File: src/design/dwmp_pkg.sv
// Package for the depth-weighted micro price block: default widths, result status
// codes and configuration register indexes.
// No dependencies; used by the channel interfaces and the top level.
package dwmp_pkg;

  // Default field widths.
  localparam int unsigned PRICE_BITS_DEF       = 32;
  localparam int unsigned QUANTITY_BITS_DEF    = 32;
  localparam int unsigned WEIGHT_FRAC_BITS_DEF = 16;

  // Fraction bits of the result and width of the weighted volume sums.
  localparam int unsigned OUT_FRAC = 16;
  localparam int unsigned SUM_BITS = 64;

  // Result status codes.
  localparam logic [1:0] STATUS_WEIGHTED = 2'd0;
  localparam logic [1:0] STATUS_EMPTY    = 2'd1;
  localparam logic [1:0] STATUS_MIDPOINT = 2'd2;

  // Configuration port layout: registers lie at byte address 4*index.
  localparam int unsigned CFG_ADDR_BITS = 3;
  localparam int unsigned CFG_DATA_BITS = 32;
  localparam logic [0:0]  REG_DECAY_RATIO = 1'b0;

endpackage

File: src/design/dwmp_in_if.sv
// Input channel of the depth-weighted micro price block: at most one book level per item.
// Depends on dwmp_pkg for the default widths.
interface dwmp_in_if #(
  parameter int unsigned PRICE_BITS    = dwmp_pkg::PRICE_BITS_DEF,
  parameter int unsigned QUANTITY_BITS = dwmp_pkg::QUANTITY_BITS_DEF
);
  logic                     valid;
  logic                     ready;
  logic                     carries_level;
  logic                     side;
  logic [PRICE_BITS-1:0]    level_price;
  logic [QUANTITY_BITS-1:0] level_quantity;
  logic                     last;

  modport source (
    output valid, carries_level, side, level_price, level_quantity, last,
    input  ready
  );

  modport sink (
    input  valid, carries_level, side, level_price, level_quantity, last,
    output ready
  );
endinterface

File: src/design/dwmp_out_if.sv
// Result channel of the depth-weighted micro price block: one price per snapshot.
// Depends on dwmp_pkg for the default widths and the output fraction bits.
interface dwmp_out_if #(
  parameter int unsigned PRICE_BITS = dwmp_pkg::PRICE_BITS_DEF
);
  logic                                     valid;
  logic                                     ready;
  logic [PRICE_BITS+dwmp_pkg::OUT_FRAC-1:0] micro_price;
  logic [1:0]                               status;

  modport source (
    output valid, micro_price, status,
    input  ready
  );

  modport sink (
    input  valid, micro_price, status,
    output ready
  );
endinterface

File: src/design/depth_weighted_micro_price_core.sv
// Top level of the depth-weighted micro price block: level accumulation, final
// multiply and divide, result register and the configuration port.
// Depends on dwmp_pkg, dwmp_in_if and dwmp_out_if.
//
//   channel  | direction | handshake               | payload
//   ---------+-----------+-------------------------+----------------------------------
//   in_chan  | in        | valid/ready             | carries_level side price qty last
//   out_chan | out       | valid/ready             | micro_price status
//   cfg      | in/out    | APB write, pready high  | decay_ratio at byte address 0
//
// A level item takes the accept and three steps: quantity times weight in the shared
// multiplier, the accumulate in the 65-bit adder with weight times ratio, the weight
// update. The item marked last then runs the empty side check, the total, the spread
// (in the other order too when the ask is below the bid), a shift-add multiply and a
// restoring divide, one bit a cycle, both on the shared adder. An empty side skips to
// the result load; a zero total takes the midpoint step. Reset is synchronous; no
// clearing pass. A full result register holds back the next result; no items are taken meanwhile.
module depth_weighted_micro_price_core #(
  parameter int unsigned PRICE_BITS       = dwmp_pkg::PRICE_BITS_DEF,
  parameter int unsigned QUANTITY_BITS    = dwmp_pkg::QUANTITY_BITS_DEF,
  parameter int unsigned WEIGHT_FRAC_BITS = dwmp_pkg::WEIGHT_FRAC_BITS_DEF
) (
  input  logic                                 clk,
  input  logic                                 rst_n,
  dwmp_in_if.sink                              in_chan,
  dwmp_out_if.source                           out_chan,
  input  logic                                 psel,
  input  logic                                 penable,
  input  logic                                 pwrite,
  input  logic [dwmp_pkg::CFG_ADDR_BITS-1:0]   paddr,
  input  logic [dwmp_pkg::CFG_DATA_BITS-1:0]   pwdata,
  output logic [dwmp_pkg::CFG_DATA_BITS-1:0]   prdata,
  output logic                                 pready
);

  localparam int unsigned WB    = WEIGHT_FRAC_BITS + 1;
  localparam int unsigned AW    = (QUANTITY_BITS > WB) ? QUANTITY_BITS : WB;
  localparam int unsigned PW    = AW + WB;
  localparam int unsigned EXT   = (PW > dwmp_pkg::SUM_BITS) ? PW : dwmp_pkg::SUM_BITS;
  localparam int unsigned SB    = dwmp_pkg::SUM_BITS;
  localparam int unsigned DW    = PRICE_BITS + dwmp_pkg::OUT_FRAC;
  localparam int unsigned CNT_W = $clog2(DW);
  localparam logic [WB-1:0] WEIGHT_ONE = WB'(1) << WEIGHT_FRAC_BITS;

  typedef enum logic [11:0] {
    S_IDLE  = 12'b0000_0000_0001,
    S_MULQ  = 12'b0000_0000_0010,
    S_ACC   = 12'b0000_0000_0100,
    S_WUPD  = 12'b0000_0000_1000,
    S_CHK   = 12'b0000_0001_0000,
    S_TOT   = 12'b0000_0010_0000,
    S_DIFF  = 12'b0000_0100_0000,
    S_DIFF2 = 12'b0000_1000_0000,
    S_MID   = 12'b0001_0000_0000,
    S_MUL   = 12'b0010_0000_0000,
    S_DIV   = 12'b0100_0000_0000,
    S_OUT   = 12'b1000_0000_0000
  } state_t;

  // Control and snapshot state (reset).
  state_t                  state_r, state_nxt;
  logic [WB-1:0]           ratio_r, ratio_nxt;
  logic [WB-1:0]           bw_r, bw_nxt, aw_r, aw_nxt;
  logic [SB-1:0]           bv_r, bv_nxt, av_r, av_nxt;
  logic [PRICE_BITS-1:0]   bp_r, bp_nxt, ap_r, ap_nxt;
  logic                    bseen_r, bseen_nxt, aseen_r, aseen_nxt;
  logic                    out_valid_r, out_valid_nxt;

  // Working and payload registers (no reset).
  logic                     side_r, side_nxt;
  logic                     last_r, last_nxt;
  logic [PRICE_BITS-1:0]    price_r, price_nxt;
  logic [QUANTITY_BITS-1:0] qty_r, qty_nxt;
  logic [PW-1:0]            prod_r, prod_nxt;
  logic [SB-1:0]            ph_r, ph_nxt, tot_r, tot_nxt;
  logic [DW-1:0]            pl_r, pl_nxt;
  logic [CNT_W-1:0]         cnt_r, cnt_nxt;
  logic                     use_ask_r, use_ask_nxt;
  logic [1:0]               fin_status_r, fin_status_nxt;
  logic [DW-1:0]            out_price_r, out_price_nxt;
  logic [1:0]               out_status_r, out_status_nxt;

  // Shared unit signals.
  logic [AW-1:0]           mul_a;
  logic [WB-1:0]           mul_b;
  logic [PW-1:0]           mul_p;
  logic [SB:0]             add_a, add_b;
  logic                    add_sub;
  logic [SB+1:0]           add_res;
  logic                    add_ge;

  logic [WB-1:0]           w_sel;
  logic [SB-1:0]           vol_sel, mul_sel;
  logic [PRICE_BITS-1:0]   base_sel;
  logic [EXT-1:0]          prod_x;
  logic                    prod_ovf;
  logic                    out_free;
  logic                    in_take;
  logic                    cfg_wr;
  logic [WB-1:0]           wr_val;
  logic                    cnt_end;

  // Per-side selections.
  assign w_sel    = side_r ? aw_r : bw_r;
  assign vol_sel  = side_r ? av_r : bv_r;
  assign mul_sel  = use_ask_r ? av_r : bv_r;
  assign base_sel = use_ask_r ? ap_r : bp_r;
  assign cnt_end  = (cnt_r == CNT_W'(DW - 1));

  // Saturation of the weighted quantity at the sum width.
  assign prod_x   = EXT'(prod_r);
  assign prod_ovf = |(prod_x >> SB);

  // Handshakes.
  assign in_chan.ready     = (state_r == S_IDLE);
  assign in_take           = in_chan.valid && in_chan.ready;
  assign out_free          = !out_valid_r || out_chan.ready;
  assign out_chan.valid       = out_valid_r;
  assign out_chan.micro_price = out_price_r;
  assign out_chan.status      = out_status_r;

  // Configuration port: writes saturate the ratio at 1.0.
  assign pready = 1'b1;
  assign cfg_wr = psel && penable && pwrite &&
                  (paddr[dwmp_pkg::CFG_ADDR_BITS-1:2] == dwmp_pkg::REG_DECAY_RATIO);
  assign wr_val = pwdata[WB-1:0];
  assign prdata = (paddr[dwmp_pkg::CFG_ADDR_BITS-1:2] == dwmp_pkg::REG_DECAY_RATIO) ?
                  dwmp_pkg::CFG_DATA_BITS'(ratio_r) : '0;
  assign ratio_nxt = cfg_wr ? ((wr_val > WEIGHT_ONE) ? WEIGHT_ONE : wr_val) : ratio_r;

  // Shared multiplier: quantity times weight, or weight times ratio.
  always_comb begin
    if (state_r == S_MULQ) begin
      mul_a = AW'(qty_r);
      mul_b = w_sel;
    end else begin
      mul_a = AW'(w_sel);
      mul_b = ratio_r;
    end
    mul_p = PW'(mul_a) * PW'(mul_b);
  end

  // Shared adder and subtractor; add_ge is the no-borrow flag of a subtract.
  always_comb begin
    add_a   = '0;
    add_b   = '0;
    add_sub = 1'b0;
    case (state_r)
      S_ACC: begin
        add_a = {1'b0, vol_sel};
        add_b = {1'b0, prod_x[SB-1:0]};
      end
      S_CHK, S_TOT: begin
        add_a = {1'b0, bv_r};
        add_b = {1'b0, av_r};
      end
      S_DIFF: begin
        add_a   = (SB+1)'(ap_r);
        add_b   = (SB+1)'(bp_r);
        add_sub = 1'b1;
      end
      S_DIFF2: begin
        add_a   = (SB+1)'(bp_r);
        add_b   = (SB+1)'(ap_r);
        add_sub = 1'b1;
      end
      S_MID: begin
        add_a = (SB+1)'(bp_r);
        add_b = (SB+1)'(ap_r);
      end
      S_MUL: begin
        add_a = {1'b0, ph_r};
        add_b = pl_r[0] ? {1'b0, mul_sel} : '0;
      end
      S_DIV: begin
        add_a   = {ph_r, pl_r[DW-1]};
        add_b   = {1'b0, tot_r};
        add_sub = 1'b1;
      end
      S_OUT: begin
        add_a = (fin_status_r == dwmp_pkg::STATUS_WEIGHTED) ?
                (SB+1)'({base_sel, {dwmp_pkg::OUT_FRAC{1'b0}}}) : '0;
        add_b = (SB+1)'(pl_r);
      end
      default: begin
        add_a = '0;
      end
    endcase
    add_res = {1'b0, add_a} + ({1'b0, add_b} ^ {(SB+2){add_sub}}) + (SB+2)'(add_sub);
    add_ge  = ~add_res[SB+1];
  end

  // Sequencer.
  always_comb begin
    state_nxt      = state_r;
    bw_nxt         = bw_r;
    aw_nxt         = aw_r;
    bv_nxt         = bv_r;
    av_nxt         = av_r;
    bp_nxt         = bp_r;
    ap_nxt         = ap_r;
    bseen_nxt      = bseen_r;
    aseen_nxt      = aseen_r;
    side_nxt       = side_r;
    last_nxt       = last_r;
    price_nxt      = price_r;
    qty_nxt        = qty_r;
    prod_nxt       = prod_r;
    ph_nxt         = ph_r;
    pl_nxt         = pl_r;
    tot_nxt        = tot_r;
    cnt_nxt        = cnt_r;
    use_ask_nxt    = use_ask_r;
    fin_status_nxt = fin_status_r;
    out_price_nxt  = out_price_r;
    out_status_nxt = out_status_r;
    out_valid_nxt  = out_chan.ready ? 1'b0 : out_valid_r;

    case (state_r)
      // Take an item; a bare marker with last goes straight to the final check, else it is dropped.
      S_IDLE: begin
        if (in_take) begin
          side_nxt  = in_chan.side;
          last_nxt  = in_chan.last;
          price_nxt = in_chan.level_price;
          qty_nxt   = in_chan.level_quantity;
          if (in_chan.carries_level) begin
            state_nxt = S_MULQ;
          end else if (in_chan.last) begin
            state_nxt = S_CHK;
          end
        end
      end
      // Quantity times current weight.
      S_MULQ: begin
        prod_nxt  = mul_p;
        state_nxt = S_ACC;
      end
      // Saturating accumulate, best price, and weight times ratio.
      S_ACC: begin
        prod_nxt = mul_p;
        if (side_r) begin
          av_nxt = (add_res[SB] || prod_ovf) ? '1 : add_res[SB-1:0];
          if (!aseen_r) begin
            aseen_nxt = 1'b1;
            ap_nxt    = price_r;
          end
        end else begin
          bv_nxt = (add_res[SB] || prod_ovf) ? '1 : add_res[SB-1:0];
          if (!bseen_r) begin
            bseen_nxt = 1'b1;
            bp_nxt    = price_r;
          end
        end
        state_nxt = S_WUPD;
      end
      // Truncated weight update.
      S_WUPD: begin
        if (side_r) begin
          aw_nxt = WB'(prod_r >> WEIGHT_FRAC_BITS);
        end else begin
          bw_nxt = WB'(prod_r >> WEIGHT_FRAC_BITS);
        end
        state_nxt = last_r ? S_CHK : S_IDLE;
      end
      // Empty side check, and halving when the total would overflow.
      S_CHK: begin
        if (!bseen_r || !aseen_r) begin
          fin_status_nxt = dwmp_pkg::STATUS_EMPTY;
          pl_nxt         = '0;
          state_nxt      = S_OUT;
        end else begin
          if (add_res[SB]) begin
            bv_nxt = bv_r >> 1;
            av_nxt = av_r >> 1;
          end
          state_nxt = S_TOT;
        end
      end
      // Total volume; zero total gives the midpoint.
      S_TOT: begin
        tot_nxt   = add_res[SB-1:0];
        state_nxt = (add_res[SB-1:0] == '0) ? S_MID : S_DIFF;
      end
      S_MID: begin
        pl_nxt         = {add_res[PRICE_BITS:0], {(dwmp_pkg::OUT_FRAC-1){1'b0}}};
        fin_status_nxt = dwmp_pkg::STATUS_MIDPOINT;
        state_nxt      = S_OUT;
      end
      // Price spread against the lower price; the other order when ask is below bid.
      S_DIFF: begin
        if (add_ge) begin
          use_ask_nxt = 1'b0;
          pl_nxt      = {add_res[PRICE_BITS-1:0], {dwmp_pkg::OUT_FRAC{1'b0}}};
          ph_nxt      = '0;
          cnt_nxt     = '0;
          state_nxt   = S_MUL;
        end else begin
          state_nxt = S_DIFF2;
        end
      end
      S_DIFF2: begin
        use_ask_nxt = 1'b1;
        pl_nxt      = {add_res[PRICE_BITS-1:0], {dwmp_pkg::OUT_FRAC{1'b0}}};
        ph_nxt      = '0;
        cnt_nxt     = '0;
        state_nxt   = S_MUL;
      end
      // Shift-add multiply, one spread bit a cycle, LSB first.
      S_MUL: begin
        ph_nxt  = add_res[SB:1];
        pl_nxt  = {add_res[0], pl_r[DW-1:1]};
        cnt_nxt = cnt_r + CNT_W'(1);
        if (cnt_end) begin
          cnt_nxt   = '0;
          state_nxt = S_DIV;
        end
      end
      // Restoring divide; quotient bits shift into the low half.
      S_DIV: begin
        ph_nxt  = add_ge ? add_res[SB-1:0] : {ph_r[SB-2:0], pl_r[DW-1]};
        pl_nxt  = {pl_r[DW-2:0], add_ge};
        cnt_nxt = cnt_r + CNT_W'(1);
        if (cnt_end) begin
          fin_status_nxt = dwmp_pkg::STATUS_WEIGHTED;
          state_nxt      = S_OUT;
        end
      end
      // Load the result register and clear the snapshot.
      S_OUT: begin
        if (out_free) begin
          out_price_nxt  = add_res[DW-1:0];
          out_status_nxt = fin_status_r;
          out_valid_nxt  = 1'b1;
          bw_nxt         = WEIGHT_ONE;
          aw_nxt         = WEIGHT_ONE;
          bv_nxt         = '0;
          av_nxt         = '0;
          bp_nxt         = '0;
          ap_nxt         = '0;
          bseen_nxt      = 1'b0;
          aseen_nxt      = 1'b0;
          state_nxt      = S_IDLE;
        end
      end
      default: begin
        state_nxt = S_IDLE;
      end
    endcase
  end

  // Control and snapshot registers.
  always_ff @(posedge clk) begin
    if (!rst_n) begin
      state_r     <= S_IDLE;
      ratio_r     <= WEIGHT_ONE;
      bw_r        <= WEIGHT_ONE;
      aw_r        <= WEIGHT_ONE;
      bv_r        <= '0;
      av_r        <= '0;
      bp_r        <= '0;
      ap_r        <= '0;
      bseen_r     <= 1'b0;
      aseen_r     <= 1'b0;
      out_valid_r <= 1'b0;
    end else begin
      state_r     <= state_nxt;
      ratio_r     <= ratio_nxt;
      bw_r        <= bw_nxt;
      aw_r        <= aw_nxt;
      bv_r        <= bv_nxt;
      av_r        <= av_nxt;
      bp_r        <= bp_nxt;
      ap_r        <= ap_nxt;
      bseen_r     <= bseen_nxt;
      aseen_r     <= aseen_nxt;
      out_valid_r <= out_valid_nxt;
    end
  end

  // Working and payload registers.
  always_ff @(posedge clk) begin
    side_r       <= side_nxt;
    last_r       <= last_nxt;
    price_r      <= price_nxt;
    qty_r        <= qty_nxt;
    prod_r       <= prod_nxt;
    ph_r         <= ph_nxt;
    pl_r         <= pl_nxt;
    tot_r        <= tot_nxt;
    cnt_r        <= cnt_nxt;
    use_ask_r    <= use_ask_nxt;
    fin_status_r <= fin_status_nxt;
    out_price_r  <= out_price_nxt;
    out_status_r <= out_status_nxt;
  end

`ifndef SYNTHESIS
  // Weights never grow past 1.0.
  a_weight_bound: assert property (@(posedge clk) disable iff (!rst_n)
    (bw_r <= WEIGHT_ONE) && (aw_r <= WEIGHT_ONE))
    else $error("side weight above 1.0");

  // The stored ratio is saturated.
  a_ratio_bound: assert property (@(posedge clk) disable iff (!rst_n)
    ratio_r <= WEIGHT_ONE)
    else $error("decay ratio above 1.0");

  // The divide remainder stays below the divisor.
  a_rem_bound: assert property (@(posedge clk) disable iff (!rst_n)
    (state_r == S_DIV) |-> (ph_r < tot_r))
    else $error("divide remainder not below total");

  // Multiply and divide only run with a nonzero total.
  a_tot_nonzero: assert property (@(posedge clk) disable iff (!rst_n)
    ((state_r == S_MUL) || (state_r == S_DIV)) |-> (tot_r != '0))
    else $error("divide entered with zero total");

  // A result appears only from the result load step.
  a_out_source: assert property (@(posedge clk) disable iff (!rst_n)
    $rose(out_valid_r) |-> $past(state_r == S_OUT))
    else $error("result valid without result load");
`endif

endmodule

File: src/flat_wrapper.sv
// flat-port wrapper written by rule: the top's interface ports become plain ports
module depth_weighted_micro_price_core_flat 
#(
  parameter int unsigned PRICE_BITS       = dwmp_pkg::PRICE_BITS_DEF,
  parameter int unsigned QUANTITY_BITS    = dwmp_pkg::QUANTITY_BITS_DEF,
  parameter int unsigned WEIGHT_FRAC_BITS = dwmp_pkg::WEIGHT_FRAC_BITS_DEF
)
  (clk, rst_n, psel, penable, pwrite, paddr, pwdata, prdata, pready, in_chan_valid, in_chan_carries_level, in_chan_side, in_chan_level_price, in_chan_level_quantity, in_chan_last, in_chan_ready, out_chan_valid, out_chan_micro_price, out_chan_status, out_chan_ready);
  dwmp_in_if #(.PRICE_BITS(PRICE_BITS), .QUANTITY_BITS(QUANTITY_BITS)) in_chan_i ();
  dwmp_out_if #(.PRICE_BITS(PRICE_BITS)) out_chan_i ();
  input  logic clk;
  input  logic rst_n;
  input  logic psel;
  input  logic penable;
  input  logic pwrite;
  input  logic [dwmp_pkg::CFG_ADDR_BITS-1:0] paddr;
  input  logic [dwmp_pkg::CFG_DATA_BITS-1:0] pwdata;
  output logic [dwmp_pkg::CFG_DATA_BITS-1:0] prdata;
  output logic pready;
  input wire logic [$bits(in_chan_i.valid)-1:0] in_chan_valid;
  input wire logic [$bits(in_chan_i.carries_level)-1:0] in_chan_carries_level;
  input wire logic [$bits(in_chan_i.side)-1:0] in_chan_side;
  input wire logic [$bits(in_chan_i.level_price)-1:0] in_chan_level_price;
  input wire logic [$bits(in_chan_i.level_quantity)-1:0] in_chan_level_quantity;
  input wire logic [$bits(in_chan_i.last)-1:0] in_chan_last;
  output wire logic [$bits(in_chan_i.ready)-1:0] in_chan_ready;
  output wire logic [$bits(out_chan_i.valid)-1:0] out_chan_valid;
  output wire logic [$bits(out_chan_i.micro_price)-1:0] out_chan_micro_price;
  output wire logic [$bits(out_chan_i.status)-1:0] out_chan_status;
  input wire logic [$bits(out_chan_i.ready)-1:0] out_chan_ready;
  assign in_chan_i.valid = in_chan_valid;
  assign in_chan_i.carries_level = in_chan_carries_level;
  assign in_chan_i.side = in_chan_side;
  assign in_chan_i.level_price = in_chan_level_price;
  assign in_chan_i.level_quantity = in_chan_level_quantity;
  assign in_chan_i.last = in_chan_last;
  assign in_chan_ready = in_chan_i.ready;
  assign out_chan_valid = out_chan_i.valid;
  assign out_chan_micro_price = out_chan_i.micro_price;
  assign out_chan_status = out_chan_i.status;
  assign out_chan_i.ready = out_chan_ready;
  depth_weighted_micro_price_core #(.PRICE_BITS(PRICE_BITS), .QUANTITY_BITS(QUANTITY_BITS), .WEIGHT_FRAC_BITS(WEIGHT_FRAC_BITS)) u_core (.clk(clk), .rst_n(rst_n), .in_chan(in_chan_i), .out_chan(out_chan_i), .psel(psel), .penable(penable), .pwrite(pwrite), .paddr(paddr), .pwdata(pwdata), .prdata(prdata), .pready(pready));
endmodule
File: config.mk
export PLATFORM = sky130hd
export DESIGN_NAME = depth_weighted_micro_price_core_flat
export DESIGN_NICKNAME = d
export VERILOG_FILES = /design/src/design/dwmp_pkg.sv /design/src/design/dwmp_in_if.sv /design/src/design/dwmp_out_if.sv /design/src/design/depth_weighted_micro_price_core.sv /design/src/flat_wrapper.sv
export SDC_FILE = /design/constraint.sdc
export NUM_CORES = 2
export LEC_CHECK = 0
export BUFFER_PORTS_ARGS = -buffer_cell sky130_fd_sc_hd__buf_2
export CAP_MARGIN = 10
export CORE_MARGIN = 5
export CORE_UTILIZATION = 57
export CTS_CLUSTER_DIAMETER = 200
export DETAILED_ROUTE_END_ITERATION = 6
export GPL_TIMING_DRIVEN = 0
export HOLD_SLACK_MARGIN = 0.08
export PLACE_DENSITY_LB_ADDON = 0.15
export SYNTH_ARGS = -nofsm -noshare
export SYNTH_HDL_FRONTEND = slang
export SYNTH_SLANG_ARGS = --single-unit
export TNS_END_PERCENT = 20
File: constraint.sdc
create_clock -name clk -period 8.8 [get_ports clk]
set_input_delay 0.88 -clock clk [delete_from_list [all_inputs] [get_ports clk]]
set_output_delay 0.88 -clock clk [all_outputs]
set_load 0.02 [all_outputs]
## Word level (Yosys, flattened, before mapping)

Index checks and enable logic that the tools add are counted.

| word-level totals | value |
|---|---|
| register bits after elaboration | 608 |
| bits of input ports | 109 |

| cells by class | value |
|---|---|
| $add $sub $neg | 3 |
| multiply operators | 1 |
| $lt $le $gt $ge | 1 |
| eq/ne operators | 28 |
| multiplexer cells | 68 |
| bitwise operators | 3 |
| reduce and logical (&&, ||, !) cells | 37 |

Operators by type and width:

| kind | count |
|---|---|
| 65-bit case mux with 7 select lines | 2 |
| 64-bit 2-to-1 mux | 13 |
| 64-bit case mux with 3 select lines | 2 |
| 48-bit case mux with 6 select lines | 1 |
| 64-bit case mux with 4 select lines | 1 |
| 32-bit 2-to-1 mux | 7 |
| 48-bit 2-to-1 mux | 3 |
| 12-bit case mux with 12 select lines | 1 |
| 32-bit case mux with 2 select lines | 2 |
| 17-bit 2-to-1 mux | 7 |
| 12-bit 2-to-1 mux | 7 |
| 17-bit case mux with 2 select lines | 2 |
| 65-bit by 66-bit adder with 66-bit output | 1 |
| 66-bit by 1-bit adder with 66-bit output | 1 |
| 65-bit by 66-bit XOR with 66-bit output | 1 |
| 64-bit logical NOT | 1 |
| 32-bit by 17-bit multiplier with 49-bit output | 1 |
| 6-bit case mux with 4 select lines | 1 |
| 3-bit AND reduction | 6 |
| 17-bit > comparator (second input constant) | 1 |
| 5-bit AND reduction | 3 |
| 2-bit by 1-bit inequality test with 1-bit output (second input constant) | 7 |
| 2-bit inequality test (second input constant) | 7 |
| 12-bit by 1-bit equality test with 1-bit output (second input constant) | 1 |
| other kinds (35) | 62 |

## Longest topological paths before layout

| depth | value |
|---|---|
| word-level depth | 9 |
| mapped depth | 35 |
| depth with buffers taken out | 31 |

## Worst setup path after synthesis

OpenSTA, ideal clock, no wires.

| timing | value |
|---|---|
| kind | flip-flop to flip-flop |
| start point | register u_core.state_r[8] |
| end point | register u_core.pl_r[0], enable pin |
| setup time | 0.513 ns |
| arrival | 8.892 ns |
| path slack | -0.605 ns |
| cell stages (with the launch flop) | 25 |
| path buffers | 6 |
| cells stage by stage | dfxtp_1 > buf_2 > or4_4 > or3_1 > buf_6 > or3_1 > nand2_1 > clkbuf_1 > a221oi_1 > xnor2_1 > ha_1 > clkbuf_1 > nand4_1 > or3_1 > or3_1 > nor2_1 > o211ai_1 > a31oi_1 > nor3_2 > o311ai_0 > a31o_2 > clkbuf_1 > buf_2 > nor2_1 > nor3_1 |

| on the way | value |
|---|---|
| longest elaborated chain between the ends | 8 |
| elaborated cells on any way between the ends | 22 |

Ends and longest elaborated chain:

| item | line | source |
|---|---|---|
| start, declared | depth_weighted_micro_price_core.sv:61 | `state_t state_r, state_nxt;` |
| start signal, assigned | depth_weighted_micro_price_core.sv:367 | `state_r <= state_nxt;` |
| 12-bit by 9-bit equality test with 1-bit output (tied with other cells) | depth_weighted_micro_price_core.sv:148, depth_weighted_micro_price_core.sv:219 |  |
| 2-bit OR reduction (no source line) (tied with other cells) | - |  |
| 65-bit case mux with 7 select lines / 1-bit 2-to-1 mux (equally long branches) | depth_weighted_micro_price_core.sv:148 | `case (state_r)` |
| 65-bit by 66-bit XOR with 66-bit output | depth_weighted_micro_price_core.sv:189 | `add_res = {1'b0, add_a} + ({1'b0, add_b} ^ {(SB+2){add_sub}}) + (SB+2)'(add_sub);` |
| 65-bit by 66-bit adder with 66-bit output | depth_weighted_micro_price_core.sv:189 |  |
| 66-bit by 1-bit adder with 66-bit output | depth_weighted_micro_price_core.sv:189 |  |
| 2-bit inequality test (no source line) | - |  |
| 3-bit AND reduction (no source line) (*) | - |  |
| end signal, assigned | depth_weighted_micro_price_core.sv:389 | `pl_r <= pl_nxt;` |
| end, declared | depth_weighted_micro_price_core.sv:76 | `logic [DW-1:0] pl_r, pl_nxt;` |

Every way passes the cells marked *; elsewhere a longest branch is shown, timed or not.
A chain may end at the register's enable or synchronous reset.

## Final worst setup path

| timing | value |
|---|---|
| start point | register u_core.state_r[11] |
| end point | register u_core.pl_r[15], enable pin |

The elaborated chain is that of the path after synthesis.

==> impl_metrics.ini <==
[cts]
clk_pin_slew_worst_paths_ps = 70
numCtsBuffers = 70
cts_max_level = 3
clock-root-buffer = clkbuf_16
cts_tree = done
clock_latency_ps = 660
cts_max_path_buffers = 3
hold_buffers = 0
cts_sinks = 608

[global_routing]
grt_pass1_vias = 45140
antenna_found_initial = 6
grt_pass1_wl_um = 292700
grt_usage_pct = 41.95
grt_overflow = 0
grt_max_degree = 51

[pwr]
comb_power_share_pct = 6.2
swShare_pct = 25.09
p_sw_mw = 1.632
clockPowerShare_pct = 45.9
seq_power_share_pct = 47.9
power_leakage_nw = 23.20
p_int_mw = 4.873
total_power_mw = 6.505
peakVddDrop_mv = 0.1433
p_per_area_nw_per_um2 = 115.1

[final_layout]
nFillCells = 7202
final_layout_size_suffix_gt1_share_pct = 12.28
nNetsFinal = 6561
syn_to_final_growth_pct = 14.32

[floorplanning]
start_util_pct = 57.16
fp.dieW_um = 304.5
die_h_um = 304.5
fp.dieArea_um2 = 92710
io-pin-count = 194
rows = 108
core_um2 = 86480

[logic_synthesis]
synth_edf_count = 350
synth_cells = 5459
yosysWarnings = 0
synth.cell_area_um2 = 49430
async_flop_share_pct = 0
synth-seq-cells = 608
ys.flop_type = edfxtp_1
synth_cell_types = 99
ys_seq_area_share_pct = 31.71
avgSynthCellArea_um2 = 9.055

[sta]
fin_crit_sh_pct = 100.5
worstMarginPinSlew_ps = 1317
fmax_ghz = 0.1130
maxSlewViolCount = 0
setup_violations = 21
hold_viol_final = 0
max_slew_margin_pct = 11.93
finalSetupTns_ps = -789.7
whs_ps = 406.6
finalWorstSetupSlack_ps = -46.83
finalCriticalPeriod_ps = 8847
rsz0062_at_grt = yes
clock_skew_ps = 30.92

[setup_path]
reg2reg_setup_slack_ps = -50
critPathKind = reg2reg
cp_data_required_time_ps = 9160
crit_fanout = 20
start_kind = register
critPathCaptureType = register
arrival_ps = 9200

[job]
cap_viol_max_count = 0

[placement]
dp.final_hpwl_um = 157500
io_buffers = 160
place_congestion = 1.090

[drt]
ant_nets = 0
drt_iter0_drc = 7332
wire_per_inst_um = 28.92
vias = 46420
firstDrtPassIters = 7
vias_per_cell = 6.600
wl_um = 203400
drc = 93

[min_path]
hp-class = in2reg

[run_status]
failed_checks = DRC, setup timing
status = finished with violations
-- metal layers --
metal / track usage, % / share of wire (%)
met4: 28.94 / 8.8
met5: 0 / 0
met1: 53.38 / 36
met3: 10.90 / 13
met2: 63.03 / 43
-- metrics by stage --
stage | util (%) | setup slack [ps] | instance area, um^2 | cells
2_1_floorplan | - | -308.1 | 49490 | 5473
3_3_place_gp | 59.82 | -6268 | 51740 | 6788
3_5_place_dp | 60.36 | -2472 | 52200 | 6818
4_1_cts | 64.05 | -132.0 | 55390 | 6966
5_1_grt | 65.32 | -195.9 | 56490 | 7025
6_report | 65.34 | -46.83 | 56510 | 7033
-- cell usage after synthesis (35+ instances only) --
master | instances | area share (%)
mux2_2 | 35 | 0.80
a21oi_1 | 255 | 2.6
o21ai_0 | 352 | 3.6
clkbuf_1 | 319 | 2.4
a22oi_1 | 73 | 1.1
a31oi_1 | 133 | 1.7
fa_1 | 450 | 18
and2_1 | 39 | 0.49
dfxtp_1 | 258 | 10
a21o_1 | 68 | 1.0
nand2_1 | 850 | 6.5
a222oi_1 | 126 | 2.6
nand3_1 | 155 | 1.6
nor3_1 | 37 | 0.37
nor2b_1 | 38 | 0.48
o21a_1 | 36 | 0.55
inv_1 | 578 | 4.4
nor2_1 | 361 | 2.7
edfxtp_1 | 350 | 21
mux2i_1 | 105 | 2.1
a221o_1 | 37 | 0.75
a221oi_1 | 53 | 0.94
xnor2_1 | 100 | 1.8
ha_1 | 188 | 4.8
-- cell families (layout without fill, tap and decap cells) --
logic type / count (synthesis) / in the layout / share of synthesized area, %
multiplexers: 140 / 140 / 2.923
flip-flops: 608 / 608 / 31.71
adder cells (fa/ha/maj): 638 / 638 / 22.98
AO/OA/AOI/OAI: 1328 / 1328 / 17.96
other: 2 / 24 / 0.01519
AND/OR/NAND/NOR: 1658 / 1658 / 14.62
buffers and inverters: 954 / 1351 / 7.431
XOR/XNOR: 131 / 131 / 2.351
-- power groups by stage --
stage	clock [mW]	sequential [mW]	combinational [mW]
after global placement	0	3.17	0.327
after CTS	2.97	3.11	0.362
after global routing	3.09	3.12	0.422
after floorplan	0	3.14	0.194
final	2.98	3.12	0.404
after detailed placement	0	3.17	0.341
-- area by class of cell --
| type | count | area (um^2) | area share (%) |
|---|---|---|---|
| flip-flops and latches | 608 | 15680 | 27.75 |
| repair buffers | 281 | 1974 | 3.494 |
| plain buffers | 361 | 1886 | 3.337 |
| clock buffers | 94 | 1903 | 3.368 |
| clock inverters | 34 | 342.8 | 0.6067 |
| diodes | 8 | 20.02 | 0.03542 |
| multi-input cells | 3911 | 31080 | 54.99 |
| well taps | 1155 | 1445 | 2.557 |
| inverters | 581 | 2181 | 3.859 |
-- cells in the final DEF (no fill, tap or decap), types with 132 or more instances in the layout --
cell type / n
nand2_1: 835
nor2_1: 346
dfxtp_1: 255
fa_1: 445
o21ai_0: 344
a21oi_1: 241
inv_1: 570
clkbuf_1: 251
a31oi_1: 132
buf_2: 176
nand3_1: 155
edfxtp_1: 350
ha_1: 181
-- worst paths after layout --
kind | from | endpoint | cells after the start
max | u_core.state_r[11] | u_core.pl_r[15] | 27
max reg2reg | u_core.state_r[11] | u_core.pl_r[15] | 27
min reg2reg | u_core.bw_r[0] | u_core.bw_r[0] | 2
min | in_chan_level_quantity[12] | u_core.qty_r[12] | 1
-- registers in the layout, summed over array words and instances, names as in the netlist, 6 cells and up --
| signal | flops |
|---|---|
| u_core.tot_r | 64 |
| u_core.ap_r | 32 |
| u_core.av_r | 64 |
| u_core.ph_r | 64 |
| u_core.cnt_r | 6 |
| u_core.bv_r | 64 |
| u_core.pl_r | 48 |
| u_core.bw_r | 17 |
| u_core.price_r | 32 |
| u_core.qty_r | 32 |
| u_core.ratio_r | 17 |
| u_core.out_chan.micro_price | 48 |
| u_core.state_r | 12 |
| u_core.aw_r | 17 |
| u_core.prod_r | 49 |
| u_core.bp_r | 32 |
-- worst max-delay path, cell delays in order, from the launching register on --
cell and delay, ps:
dfxtp_1 310, buf_6 130, or4_4 550, buf_4 160, or3_1 350, buf_6 160, or3_1 450, nand2_2 360
clkbuf_1 770, a221oi_1 260, a21oi_1 200, ha_1 150, clkbuf_1 280, nand4_1 210, nor2_1 280, nand4_1 310
nor4_1 330, o211ai_1 290, a31oi_2 420, nor3_2 150, o311ai_0 410, a31o_2 220, clkbuf_1 250, buf_2 470
nor2_1 250, nor3_4 400, buf_16 210, buf_16 180
-- timing repair --
action,in CTS,in global routing
gates cloned,0,4
setup endpoints to repair,342,260
resized for setup,237,181
buffers inserted,26,58
pin swaps,22,44
Note: power is estimated with default switching activity, not from simulation.
